### src/rtl/clr_pkg.sv
`default_nettype none

package clr_pkg;

   localparam int CSR_ADDR_BITS = 2;

   localparam logic [CSR_ADDR_BITS-1:0] CSR_CLIP_MIN_X = 2'd0;
   localparam logic [CSR_ADDR_BITS-1:0] CSR_CLIP_MAX_X = 2'd1;
   localparam logic [CSR_ADDR_BITS-1:0] CSR_CLIP_MIN_Y = 2'd2;
   localparam logic [CSR_ADDR_BITS-1:0] CSR_CLIP_MAX_Y = 2'd3;

   localparam logic OP_LOAD = 1'b0;
   localparam logic OP_STEP = 1'b1;

   typedef struct packed {
      logic kept;
      logic last_pixel;
      logic idle;
   } rsp_flags_type;

endpackage

`default_nettype wire

### src/rtl/clr_front.sv
`default_nettype none

module clr_front #(
   parameter int COORD_BITS = 16
) (
   input  wire logic                         clock,
   input  wire logic                         reset,
   input  wire logic                         req_tvalid,
   output logic                              req_tready,
   input  wire logic                         req_op,
   input  wire logic [4*COORD_BITS-1:0]      req_coords,
   input  wire logic                         item_take,
   output logic                              item_valid,
   output logic                              item_op,
   output logic [4*COORD_BITS-1:0]           item_coords
);

   logic                    valid_ff;
   logic                    valid_in;
   logic                    op_ff;
   logic [4*COORD_BITS-1:0] coords_ff;

   assign req_tready = !valid_ff || item_take;

   always_comb begin
      valid_in = valid_ff;
      if (req_tvalid && req_tready) begin
         valid_in = 1'b1;
      end else if (item_take) begin
         valid_in = 1'b0;
      end
   end

   always_ff @(posedge clock) begin
      if (reset) begin
         valid_ff <= 1'b0;
      end else begin
         valid_ff <= valid_in;
      end
   end

   always_ff @(posedge clock) begin
      if (req_tvalid && req_tready) begin
         op_ff     <= req_op;
         coords_ff <= req_coords;
      end
   end

   assign item_valid  = valid_ff;
   assign item_op     = op_ff;
   assign item_coords = coords_ff;

endmodule

`default_nettype wire

### src/rtl/clr_walk.sv
`default_nettype none

module clr_walk #(
   parameter int COORD_BITS = 16
) (
   input  wire logic                                 clock,
   input  wire logic                                 reset,
   input  wire logic                                 csr_wr_en,
   input  wire logic [clr_pkg::CSR_ADDR_BITS-1:0]    csr_addr,
   input  wire logic [COORD_BITS-1:0]                csr_wdata,
   input  wire logic                                 item_valid,
   input  wire logic                                 item_op,
   input  wire logic [4*COORD_BITS-1:0]              item_coords,
   output logic                                      item_take,
   input  wire logic                                 rsp_tready,
   output logic                                      rsp_valid,
   output logic [COORD_BITS-1:0]                     rsp_pix_x,
   output logic [COORD_BITS-1:0]                     rsp_pix_y,
   output clr_pkg::rsp_flags_type                    rsp_flags
);

   import clr_pkg::*;

   localparam int C  = COORD_BITS;
   localparam int EB = COORD_BITS + 3;

   // clip box
   logic signed [C-1:0] clip_min_x_ff, clip_max_x_ff, clip_min_y_ff, clip_max_y_ff;

   // line state
   logic                active_ff, steep_ff, backward_ff, minor_up_ff;
   logic signed [C-1:0] major_pos_ff, minor_pos_ff, major_stop_ff;
   logic signed [C+1:0] err_acc_ff;
   logic signed [C:0]   major_delta_ff, minor_delta_ff;

   logic                active_in, steep_in, backward_in, minor_up_in;
   logic signed [C-1:0] major_pos_in, minor_pos_in, major_stop_in;
   logic signed [C+1:0] err_acc_in;
   logic signed [C:0]   major_delta_in, minor_delta_in;

   // output register
   logic                rsp_valid_ff, rsp_valid_in;
   logic [C-1:0]        pix_x_ff, pix_x_in, pix_y_ff, pix_y_in;
   rsp_flags_type       flags_ff, flags_in;

   logic                out_free, do_load, do_step;

   // load datapath
   logic signed [C-1:0] sx, sy, ex, ey;
   logic signed [C:0]   dx, dy, adx, ady;
   logic                ld_steep;
   logic signed [C-1:0] smaj, smin, emaj, emin;

   // step datapath
   logic signed [C-1:0] px, py;
   logic                clip_off, kept, last;
   logic signed [EB-1:0] err_e, majd_e, mind_e, sum_e, dbl_e, neg_majd_e, err_next_e;
   logic                minor_move;
   logic signed [C-1:0] mstep;

   assign sx = item_coords[C-1:0];
   assign sy = item_coords[2*C-1:C];
   assign ex = item_coords[3*C-1:2*C];
   assign ey = item_coords[4*C-1:3*C];

   assign out_free  = !rsp_valid_ff || rsp_tready;
   assign do_load   = item_valid && (item_op == OP_LOAD);
   assign do_step   = item_valid && (item_op == OP_STEP) && out_free;
   assign item_take = do_load || do_step;

   always_comb begin
      dx       = {ex[C-1], ex} - {sx[C-1], sx};
      dy       = {ey[C-1], ey} - {sy[C-1], sy};
      adx      = dx[C] ? -dx : dx;
      ady      = dy[C] ? -dy : dy;
      ld_steep = ady > adx;
      smaj     = ld_steep ? sy : sx;
      smin     = ld_steep ? sx : sy;
      emaj     = ld_steep ? ey : ex;
      emin     = ld_steep ? ex : ey;
   end

   always_comb begin
      px       = steep_ff ? minor_pos_ff : major_pos_ff;
      py       = steep_ff ? major_pos_ff : minor_pos_ff;
      clip_off = (clip_min_x_ff == clip_max_x_ff) || (clip_min_y_ff == clip_max_y_ff);
      kept     = clip_off || (px >= clip_min_x_ff && px < clip_max_x_ff &&
                              py >= clip_min_y_ff && py < clip_max_y_ff);
      last     = major_pos_ff == major_stop_ff;
      mstep    = minor_up_ff ? C'(1) : {C{1'b1}};

      err_e      = {err_acc_ff[C+1], err_acc_ff};
      majd_e     = {2'b00, major_delta_ff};
      mind_e     = {2'b00, minor_delta_ff};
      neg_majd_e = -majd_e;
      sum_e      = backward_ff ? (err_e - mind_e) : (err_e + mind_e);
      dbl_e      = sum_e <<< 1;
      minor_move = backward_ff ? (dbl_e < neg_majd_e) : (dbl_e >= majd_e);
      err_next_e = sum_e;
      if (minor_move) begin
         err_next_e = backward_ff ? (sum_e + majd_e) : (sum_e - majd_e);
      end
   end

   always_comb begin
      active_in      = active_ff;
      steep_in       = steep_ff;
      backward_in    = backward_ff;
      minor_up_in    = minor_up_ff;
      major_pos_in   = major_pos_ff;
      minor_pos_in   = minor_pos_ff;
      major_stop_in  = major_stop_ff;
      err_acc_in     = err_acc_ff;
      major_delta_in = major_delta_ff;
      minor_delta_in = minor_delta_ff;
      if (do_load) begin
         active_in      = 1'b1;
         steep_in       = ld_steep;
         backward_in    = smaj > emaj;
         minor_up_in    = emin > smin;
         major_pos_in   = smaj;
         minor_pos_in   = smin;
         major_stop_in  = emaj;
         err_acc_in     = '0;
         major_delta_in = ld_steep ? ady : adx;
         minor_delta_in = ld_steep ? adx : ady;
      end else if (do_step && active_ff) begin
         if (last) begin
            active_in = 1'b0;
         end else begin
            major_pos_in = backward_ff ? (major_pos_ff - C'(1)) : (major_pos_ff + C'(1));
            err_acc_in   = err_next_e[C+1:0];
            if (minor_move) begin
               minor_pos_in = minor_pos_ff + mstep;
            end
         end
      end
   end

   always_comb begin
      rsp_valid_in = rsp_valid_ff;
      pix_x_in     = pix_x_ff;
      pix_y_in     = pix_y_ff;
      flags_in     = flags_ff;
      if (do_step) begin
         rsp_valid_in = 1'b1;
         if (active_ff) begin
            pix_x_in            = px;
            pix_y_in            = py;
            flags_in.kept       = kept;
            flags_in.last_pixel = last;
            flags_in.idle       = 1'b0;
         end else begin
            pix_x_in            = '0;
            pix_y_in            = '0;
            flags_in.kept       = 1'b0;
            flags_in.last_pixel = 1'b0;
            flags_in.idle       = 1'b1;
         end
      end else if (rsp_tready) begin
         rsp_valid_in = 1'b0;
      end
   end

   always_ff @(posedge clock) begin
      if (reset) begin
         clip_min_x_ff <= '0;
         clip_max_x_ff <= '0;
         clip_min_y_ff <= '0;
         clip_max_y_ff <= '0;
      end else if (csr_wr_en) begin
         unique case (csr_addr)
            CSR_CLIP_MIN_X: clip_min_x_ff <= csr_wdata;
            CSR_CLIP_MAX_X: clip_max_x_ff <= csr_wdata;
            CSR_CLIP_MIN_Y: clip_min_y_ff <= csr_wdata;
            CSR_CLIP_MAX_Y: clip_max_y_ff <= csr_wdata;
         endcase
      end
   end

   always_ff @(posedge clock) begin
      if (reset) begin
         active_ff      <= 1'b0;
         steep_ff       <= 1'b0;
         backward_ff    <= 1'b0;
         minor_up_ff    <= 1'b0;
         major_pos_ff   <= '0;
         minor_pos_ff   <= '0;
         major_stop_ff  <= '0;
         err_acc_ff     <= '0;
         major_delta_ff <= '0;
         minor_delta_ff <= '0;
         rsp_valid_ff   <= 1'b0;
      end else begin
         active_ff      <= active_in;
         steep_ff       <= steep_in;
         backward_ff    <= backward_in;
         minor_up_ff    <= minor_up_in;
         major_pos_ff   <= major_pos_in;
         minor_pos_ff   <= minor_pos_in;
         major_stop_ff  <= major_stop_in;
         err_acc_ff     <= err_acc_in;
         major_delta_ff <= major_delta_in;
         minor_delta_ff <= minor_delta_in;
         rsp_valid_ff   <= rsp_valid_in;
      end
   end

   always_ff @(posedge clock) begin
      pix_x_ff <= pix_x_in;
      pix_y_ff <= pix_y_in;
      flags_ff <= flags_in;
   end

   assign rsp_valid = rsp_valid_ff;
   assign rsp_pix_x = pix_x_ff;
   assign rsp_pix_y = pix_y_ff;
   assign rsp_flags = flags_ff;

endmodule

`default_nettype wire

### src/rtl/clipped_line_rasterizer.sv
// a step request is held in the front register on acceptance, its response then in
//   the output register once free; throughput: one request per cycle unless the
//   output stalls; a pixel step is one add, compare and increment
// a load request gives no response and leaves the output register untouched
// synchronous reset clears the clip box, the active line and both stages' valid bits
`default_nettype none

module clipped_line_rasterizer #(
   parameter int COORD_BITS = 16
) (
   input  wire logic                                          clock,
   input  wire logic                                          reset,
   input  wire logic                                          csr_wr_en,
   input  wire logic [clr_pkg::CSR_ADDR_BITS-1:0]             csr_addr,
   input  wire logic [COORD_BITS-1:0]                         csr_wdata,
   input  wire logic                                          req_tvalid,
   output logic                                               req_tready,
   // start_x, start_y, end_x, end_y
   input  wire logic [((4*COORD_BITS+7)/8)*8-1:0]             req_tdata,
   // op
   input  wire logic                                          req_tuser,
   output logic                                               rsp_tvalid,
   input  wire logic                                          rsp_tready,
   // pix_x, pix_y, kept
   output logic [((2*COORD_BITS+1+7)/8)*8-1:0]                rsp_tdata,
   output logic                                               rsp_tlast,
   // idle
   output logic                                               rsp_tuser
);

   import clr_pkg::*;

   logic                    item_valid, item_op, item_take;
   logic [4*COORD_BITS-1:0] item_coords;
   logic [COORD_BITS-1:0]   pix_x, pix_y;
   rsp_flags_type           flags;

   clr_front #(
      .COORD_BITS(COORD_BITS)
   ) u_front (
      .clock      (clock),
      .reset      (reset),
      .req_tvalid (req_tvalid),
      .req_tready (req_tready),
      .req_op     (req_tuser),
      .req_coords (req_tdata[4*COORD_BITS-1:0]),
      .item_take  (item_take),
      .item_valid (item_valid),
      .item_op    (item_op),
      .item_coords(item_coords)
   );

   clr_walk #(
      .COORD_BITS(COORD_BITS)
   ) u_walk (
      .clock      (clock),
      .reset      (reset),
      .csr_wr_en  (csr_wr_en),
      .csr_addr   (csr_addr),
      .csr_wdata  (csr_wdata),
      .item_valid (item_valid),
      .item_op    (item_op),
      .item_coords(item_coords),
      .item_take  (item_take),
      .rsp_tready (rsp_tready),
      .rsp_valid  (rsp_tvalid),
      .rsp_pix_x  (pix_x),
      .rsp_pix_y  (pix_y),
      .rsp_flags  (flags)
   );

   always_comb begin
      rsp_tdata                               = '0;
      rsp_tdata[COORD_BITS-1:0]               = pix_x;
      rsp_tdata[2*COORD_BITS-1:COORD_BITS]    = pix_y;
      rsp_tdata[2*COORD_BITS]                 = flags.kept;
   end

   assign rsp_tlast = flags.last_pixel;
   assign rsp_tuser = flags.idle;

endmodule

`default_nettype wire
### config.mk
export PLATFORM = sky130hd
export DESIGN_NAME = clipped_line_rasterizer
export DESIGN_NICKNAME = d
export VERILOG_FILES = /design/src/rtl/clr_pkg.sv /design/src/rtl/clr_front.sv /design/src/rtl/clr_walk.sv /design/src/rtl/clipped_line_rasterizer.sv
export SDC_FILE = /design/constraint.sdc
export NUM_CORES = 1
export LEC_CHECK = 0
export BUFFER_PORTS_ARGS = -buffer_cell sky130_fd_sc_hd__buf_2
export CORE_MARGIN = 2
export CORE_UTILIZATION = 59
export DETAILED_ROUTE_END_ITERATION = 8
export PLACE_DENSITY = 0.86
export SLEW_MARGIN = 10
export SYNTH_ARGS = -nofsm -noshare
export SYNTH_HDL_FRONTEND = slang
export SYNTH_SLANG_ARGS = --single-unit
### constraint.sdc
create_clock -name clock -period 9.55 [get_ports clock]
set_clock_uncertainty 0.2 [all_clocks]
set_input_delay 1.4325 -clock clock [delete_from_list [all_inputs] [get_ports clock]]
set_output_delay 1.4325 -clock clock [all_outputs]
set_load 0.005 [all_outputs]
==> results.txt, run 1 <==
CTS tree - built
Cts hold-fix bufs - 0
Initial core utilization - 59.56%
Critical Path End Type - flip-flop
Max Cap Viol - 0
Pwr dens - 283.7 mW/mm²
Synth cell types - 85
GRT Max-Usage Layer - met2
RR Startpoint - u_front.item_coords[0]$_DFFE_PP_
Met2 Usage GRT - 52.21%
Post-route cell area - 0.02300 mm²
YS warnings - 0
Residual DRC count - 0
# H-tree levels - 1
Crit-path max cell delay - 610 ps
All-Layer GR Usage - 32.39%
Per-cell routed wire length - 20.16 µm
Worst min path class - flip-flop to flip-flop
CP delay by family, top - compound AO/OA/AOI/OAI gates
DP Area - 0.02195 mm²
First-pass GRT wire length - 94890 µm
Slew Limit Fails - 0
Combinational share of power - 60.9%
Die footprint - 0.03717 mm²
Detail Route Antenna Nets - 0
Pre-CTS setup slack - 2083 ps
Asr flop ratio synth - 0%
Largest net degree at the start of global routing - 94
Syn_area_per_cell - 8.563 µm²
Register Area - 0.006407 mm²
Final hold vios - 0
# IOs - 132
Tcrit/Tclk final - 79.91%
Die W - 192.8 µm
GR Util met3 - 4.928%
Worst setup margin - 1919 ps
Max IR drop VDD - 186.3 µV
CP max FO - 39
First DRT Iteration DRCs - 1612
Crit-path most repeated cell - ha_1
Detailed Routing Iterations Pass 1 - 6
Vias per inst - 6.219
NumNets Final - 2864
Worst path arrival time - 7920 ps
WP data required - 9840 ps
Number of diodes - 0
Number of CTS-inserted buffers - 31
Multi-input gate area - 0.01363 mm²
Worst setup startpoint - u_front.item_coords[0]$_DFFE_PP_
Worst slew pin tran - 1204 ps
GR met1 Demand/Resource - 43.13%
Total internal power - 3.582 mW
Setup Buffers After CTS - 0
Fraction of layout cells with a size suffix above 1 - 10.47%
Initial antenna violation count - 0
Placer Congestion - 1.011
Buffers and inverters on the worst path - 1
DPL Wire Length - 47330 µm
Final TNS setup - 0 ps
Core Rows - 69
Resize count post-CTS - 0
Seq pwr share - 20.5%
Vias in the first global route - 17.93k
Clock buffer depth - 3
FILL cells - 2840
Die height - 192.8 µm
# setup viols final - 0
Largest area contributor in the netlist - dfxtp_1
Switch share - 45.09%
Minimum hold slack - 276.8 ps
Post-Route WL - 60740 µm
Register area share after synthesis - 30.46%
# port buffers - 124
Unrepaired setup endpoints after global routing - no
Post-synth top area share - 16.18%
Most frequent cells in the layout - nand2_1 (290), ha_1 (243), a21oi_1 (221)
HP Start - u_walk.major_delta_ff[6]$_SDFFE_PP0P_
Switch Pwr - 2.942 mW
CTS root buf - clkbuf_16
Core Region - 0.03531 mm²
Synthesized flop and latch total - 270
Status - complete, no violations
Post-synth EDFFs - 100
Clk_lat worst skew - 600 ps
CP startpoint kind - flip-flop
Final worst path period need - 7631 ps
Slew margin rel. - 19.46%
Crit-path slowest cell - buf_4
Synthesized cell area - 0.02103 mm²
Util after Layout - 65.13%
WS Path Type - flip-flop to flip-flop
Ys flop type - dfxtp_1
Area delta synth->final - 9.353%
Post-Synthesis Cells - 2456
Pleak - 9.660 nW
Max frequency - 131.0 MHz
Clock power frac - 18.6%
Clock sinks - 270
Via count - 18.73k
Clock-pin transition on the worst setup and hold timing paths - 70 ps
Gr ovfl total - 0
Most common cell after layout, fill and taps aside - nand2_1
Largest cells by area after synthesis - dfxtp_1 (16%), ha_1 (14%), edfxtp_1 (14%)
## flip-flops by register name, indices dropped and copies added, names as in the netlist
| name | cells |
|---|---|
| u_walk.rsp_pix_x | 16 |
| u_front.item_op | 1 |
| u_walk.minor_delta_ff | 17 |
| u_walk.err_acc_ff | 18 |
| u_walk.steep_ff | 1 |
| u_walk.clip_min_x_ff | 16 |
| u_walk.backward_ff | 1 |
| u_walk.minor_pos_ff | 16 |
| u_walk.clip_min_y_ff | 16 |
| u_walk.clip_max_x_ff | 16 |
| u_front.item_valid | 1 |
| u_front.item_coords | 64 |
| u_walk.clip_max_y_ff | 16 |
| u_walk.minor_up_ff | 1 |
| u_walk.major_delta_ff | 17 |
| u_walk.rsp_valid | 1 |
| u_walk.rsp_flags | 3 |
| u_walk.major_stop_ff | 16 |
| u_walk.rsp_pix_y | 16 |
| u_walk.major_pos_ff | 16 |
| u_walk.active_ff | 1 |
## synthesized netlist by cell type, types with 43 or more instances
library cell  number
nand2_1          290
ha_1             243
a21oi_1          221
dfxtp_1          170
inv_1            166
nor2_1           162
xnor2_1          145
edfxtp_1         100
o21ai_0          100
clkbuf_1          75
mux2i_1           73
nand3_1           46
a21o_1            43
and2_1            43
## layout make-up
class	instances	area share, %
clock buffers	44	3.983
clock inverters	13	0.5549
inverters	166	2.709
multi-input cells	1921	59.25
flip-flops and latches	270	27.86
well taps	461	2.508
repair buffers	137	3.134
## path summary, 6_finish.rpt
check / slack, ps / end / cells past startpoint
setup / recovery: 1920 / u_walk.backward_ff$_SDFFE_PP0P_ / 26
hold / removal: 280 / u_walk.major_delta_ff[6]$_SDFFE_PP0P_ / 2
setup reg to reg: 1920 / u_walk.backward_ff$_SDFFE_PP0P_ / 26
hold reg to reg: 280 / u_walk.major_delta_ff[6]$_SDFFE_PP0P_ / 2
## worst min-delay path, stage by stage, from the launching register on
cell and delay [ps]:
dfxtp_1 310, nand2_1 60, a21oi_1 60
## through the flow
step           power [mW]  instances
2_1_floorplan       4.329       2462
3_3_place_gp        5.059       2955
3_5_place_dp        5.223       2955
4_1_cts             6.454       3012
5_1_grt             6.974       3012
6_report            6.524       3012
## kinds of logic (layout without fill, tap and decap cells)
group / Yosys count / in the layout / synth area share (%)
and+or+nand+nor: 766 / 766 / 17.62
AOI/OAI and AO/OA: 604 / 604 / 18.50
buffers and inverters: 271 / 360 / 5.075
DFF: 270 / 270 / 30.46
adders and majority gates: 249 / 249 / 15.03
xor gates and xnor gates: 190 / 190 / 8.109
muxes: 105 / 105 / 5.188
other: 1 / 7 / 0.01783
## per-layer routing
| layer | wire length [µm] | vias up |
|---|---|---|
| li1 | - | 8935 |
| met1 | 25850 | 8873 |
| met2 | 27570 | 772 |
| met3 | 4727 | 151 |
| met4 | 2585 | 0 |
| met5 | 0 | - |
## power by group through the flow
stage / logic [mW] / clock network, mW / registers, mW
2_1_floorplan: 3.00 / 0 / 1.33
3_3_place_gp: 3.70 / 0 / 1.36
3_5_place_dp: 3.86 / 0 / 1.36
4_1_cts: 3.89 / 1.23 / 1.34
5_1_grt: 4.35 / 1.28 / 1.35
6_report: 3.97 / 1.22 / 1.34
Note: power is estimated with default switching activity, not from simulation.
==> inputs of run 2 (changes only) <==
--- a/config.mk
+++ b/config.mk
@@ -7,9 +7,9 @@
 export LEC_CHECK = 0
 export BUFFER_PORTS_ARGS = -buffer_cell sky130_fd_sc_hd__buf_2
 export CORE_MARGIN = 2
-export CORE_UTILIZATION = 59
+export CORE_UTILIZATION = 57
 export DETAILED_ROUTE_END_ITERATION = 8
-export PLACE_DENSITY = 0.86
+export PLACE_DENSITY = 0.87
 export SLEW_MARGIN = 10
 export SYNTH_ARGS = -nofsm -noshare
 export SYNTH_HDL_FRONTEND = slang
==> constraint.sdc (replaced) <==
create_clock -name clock -period 6.3 [get_ports clock]
set_clock_uncertainty 0.2 [all_clocks]
set_input_delay 0.945 -clock clock [delete_from_list [all_inputs] [get_ports clock]]
set_output_delay 0.945 -clock clock [all_outputs]
set_load 0.005 [all_outputs]
==> results.txt, run 2 (synthesis results as in run 1) <==
CTS tree - built
Pwr dens - 433.4 mW/mm²
Final worst path period need - 6561 ps
Worst r2r dst - u_walk.backward_ff$_SDFFE_PP0P_
Per-cell routed wire length - 19.91 µm
Unrepaired setup endpoints after global routing - yes
Initial core utilization - 57.72%
Post-Route WL - 65690 µm
Most common cell after layout, fill and taps aside - buf_4
RR Startpoint - u_front.item_coords[2]$_DFFE_PP_
Slew Limit Fails - 0
First DRT Iteration DRCs - 2030
HP Start - u_walk.minor_delta_ff[9]$_SDFFE_PP0P_
Initial antenna violation count - 0
Die W - 196.1 µm
Status - finished, violations left
Cts hold-fix bufs - 0
Vias per inst - 6.109
Slew margin rel. - 18.98%
Core Region - 0.03643 mm²
Fraction of layout cells with a size suffix above 1 - 21.79%
Number of diodes - 0
Detail Route Antenna Nets - 0
Area delta synth->final - 21.46%
CP max FO - 8
Via count - 20.16k
# setup viols final - 2
Clk_lat worst skew - 590 ps
NumNets Final - 3145
Worst setup startpoint - u_front.item_coords[2]$_DFFE_PP_
CTS root buf - clkbuf_16
# port buffers - 124
Worst path arrival time - 6840 ps
Max Cap Viol - 0
# IOs - 132
Die footprint - 0.03845 mm²
Max FFs per register - 64
WP data required - 6580 ps
Vias in the first global route - 19.82k
All-Layer GR Usage - 33.28%
Clock sinks - 270
Crit-path max cell delay - 410 ps
Final TNS setup - -445.7 ps
DP Cell Count - 3213
Failing checks - setup timing
Residual DRC count - 0
Core Rows - 70
Tcrit/Tclk final - 104.1%
Clock buffer depth - 3
Max frequency - 152.4 MHz
Gr ovfl total - 0
# H-tree levels - 1
Max IR drop VDD - 289.5 µV
Crit-path slowest cell - a311o_1
Die height - 196.1 µm
Detailed Routing Iterations Pass 1 - 8
Placer Congestion - 0.9940
Largest net degree at the start of global routing - 96
CP startpoint kind - flip-flop
Worst setup margin - -261.0 ps
Worst min path class - flip-flop to flip-flop
Critical Path End Type - flip-flop
First-pass GRT wire length - 102300 µm
Number of CTS-inserted buffers - 31
Reg2reg path depth - 32
Worst slew pin tran - 1215 ps
Final hold vios - 0
Non-Filler Instances - 3300
Clock-pin transition on the worst setup and hold timing paths - 60 ps
Pleak - 11.09 nW
Worst Setup EP - u_walk.backward_ff$_SDFFE_PP0P_
R2R setup slack - -260 ps
Most frequent cells in the layout - buf_4 (285), nand2_1 (283), ha_1 (235)
WS Path Type - flip-flop to flip-flop
DPL Wire Length - 50240 µm
[run 2: stage by stage]
stage	power, mW	cell area (µm²)	setup slack [ps]	util, %	hold WS (ps)
floorplan	6.586	21070	-36.20	-	231.9
global placement	8.332	23860	-251.7	65.48	256.2
detailed placement	8.565	23860	-523.5	65.48	268.6
CTS	10.69	25250	-12.48	69.31	274.8
global route	11.81	25540	-437.1	70.11	303.2
finish	11.07	25540	-261.0	70.11	273.3
[run 2: how the worst min path moves through the flow]
stage / endpoint / slack (ps) / cells past startpoint
final: u_walk.minor_delta_ff[9]$_SDFFE_PP0P_ / 270 / 2
after global routing: u_walk.clip_min_x_ff[13]$_SDFFE_PP0P_ / 300 / 2
after CTS: u_walk.minor_delta_ff[9]$_SDFFE_PP0P_ / 270 / 2
after detailed placement: u_walk.minor_delta_ff[9]$_SDFFE_PP0P_ / 270 / 2
after global placement: u_walk.major_delta_ff[6]$_SDFFE_PP0P_ / 260 / 2
after floorplan: u_walk.major_delta_ff[6]$_SDFFE_PP0P_ / 230 / 2
[run 2: routing by layer]
layer / wire length [µm] / up-vias / GRT usage, %
met5: 0 / - / 0
met4: 3389 / 0 / 16.13
met2: 30140 / 960 / 54.95
li1: - / 9506 / -
met3: 5712 / 242 / 5.226
met1: 26440 / 9453 / 42.65
[run 2: area by class of cell]
cell class              instances  area [µm²]
repair buffers                418        2885
well taps                     468       585.6
multi-input cells            1921       14000
clock inverters                12       115.1
flip-flops and latches        270        6407
fillers                      2722       10890
clock buffers                  45       920.9
inverters                     166       626.9
[run 2: what timing repair did]
| action | 4_1_cts | 5_1_grt |
|---|---|---|
| pin swaps | 23 | 24 |
| endpoints found under the setup margin | 3 | 3 |
| gates resized for setup | 49 | 48 |
| cloned | 0 | 0 |
| buffers inserted | 22 | 8 |
[run 2: worst max-delay path, delay by kind of cell (launching register included)]
kind | cells | cell delay [ps]
compound gates | 17 | 3200
xor+xnor | 1 | 220
fa+ha+maj | 3 | 820
buf+inv | 4 | 630
flops | 1 | 400
mux | 1 | 260
simple gates | 6 | 700
[run 2: report_power, final]
| group | internal (mW) | switching, mW |
|---|---|---|
| Clock | 1.09 | 0.766 |
| Combinational | 3.29 | 3.89 |
| Sequential | 1.91 | 0.122 |
| Total | 6.30 | 4.77 |
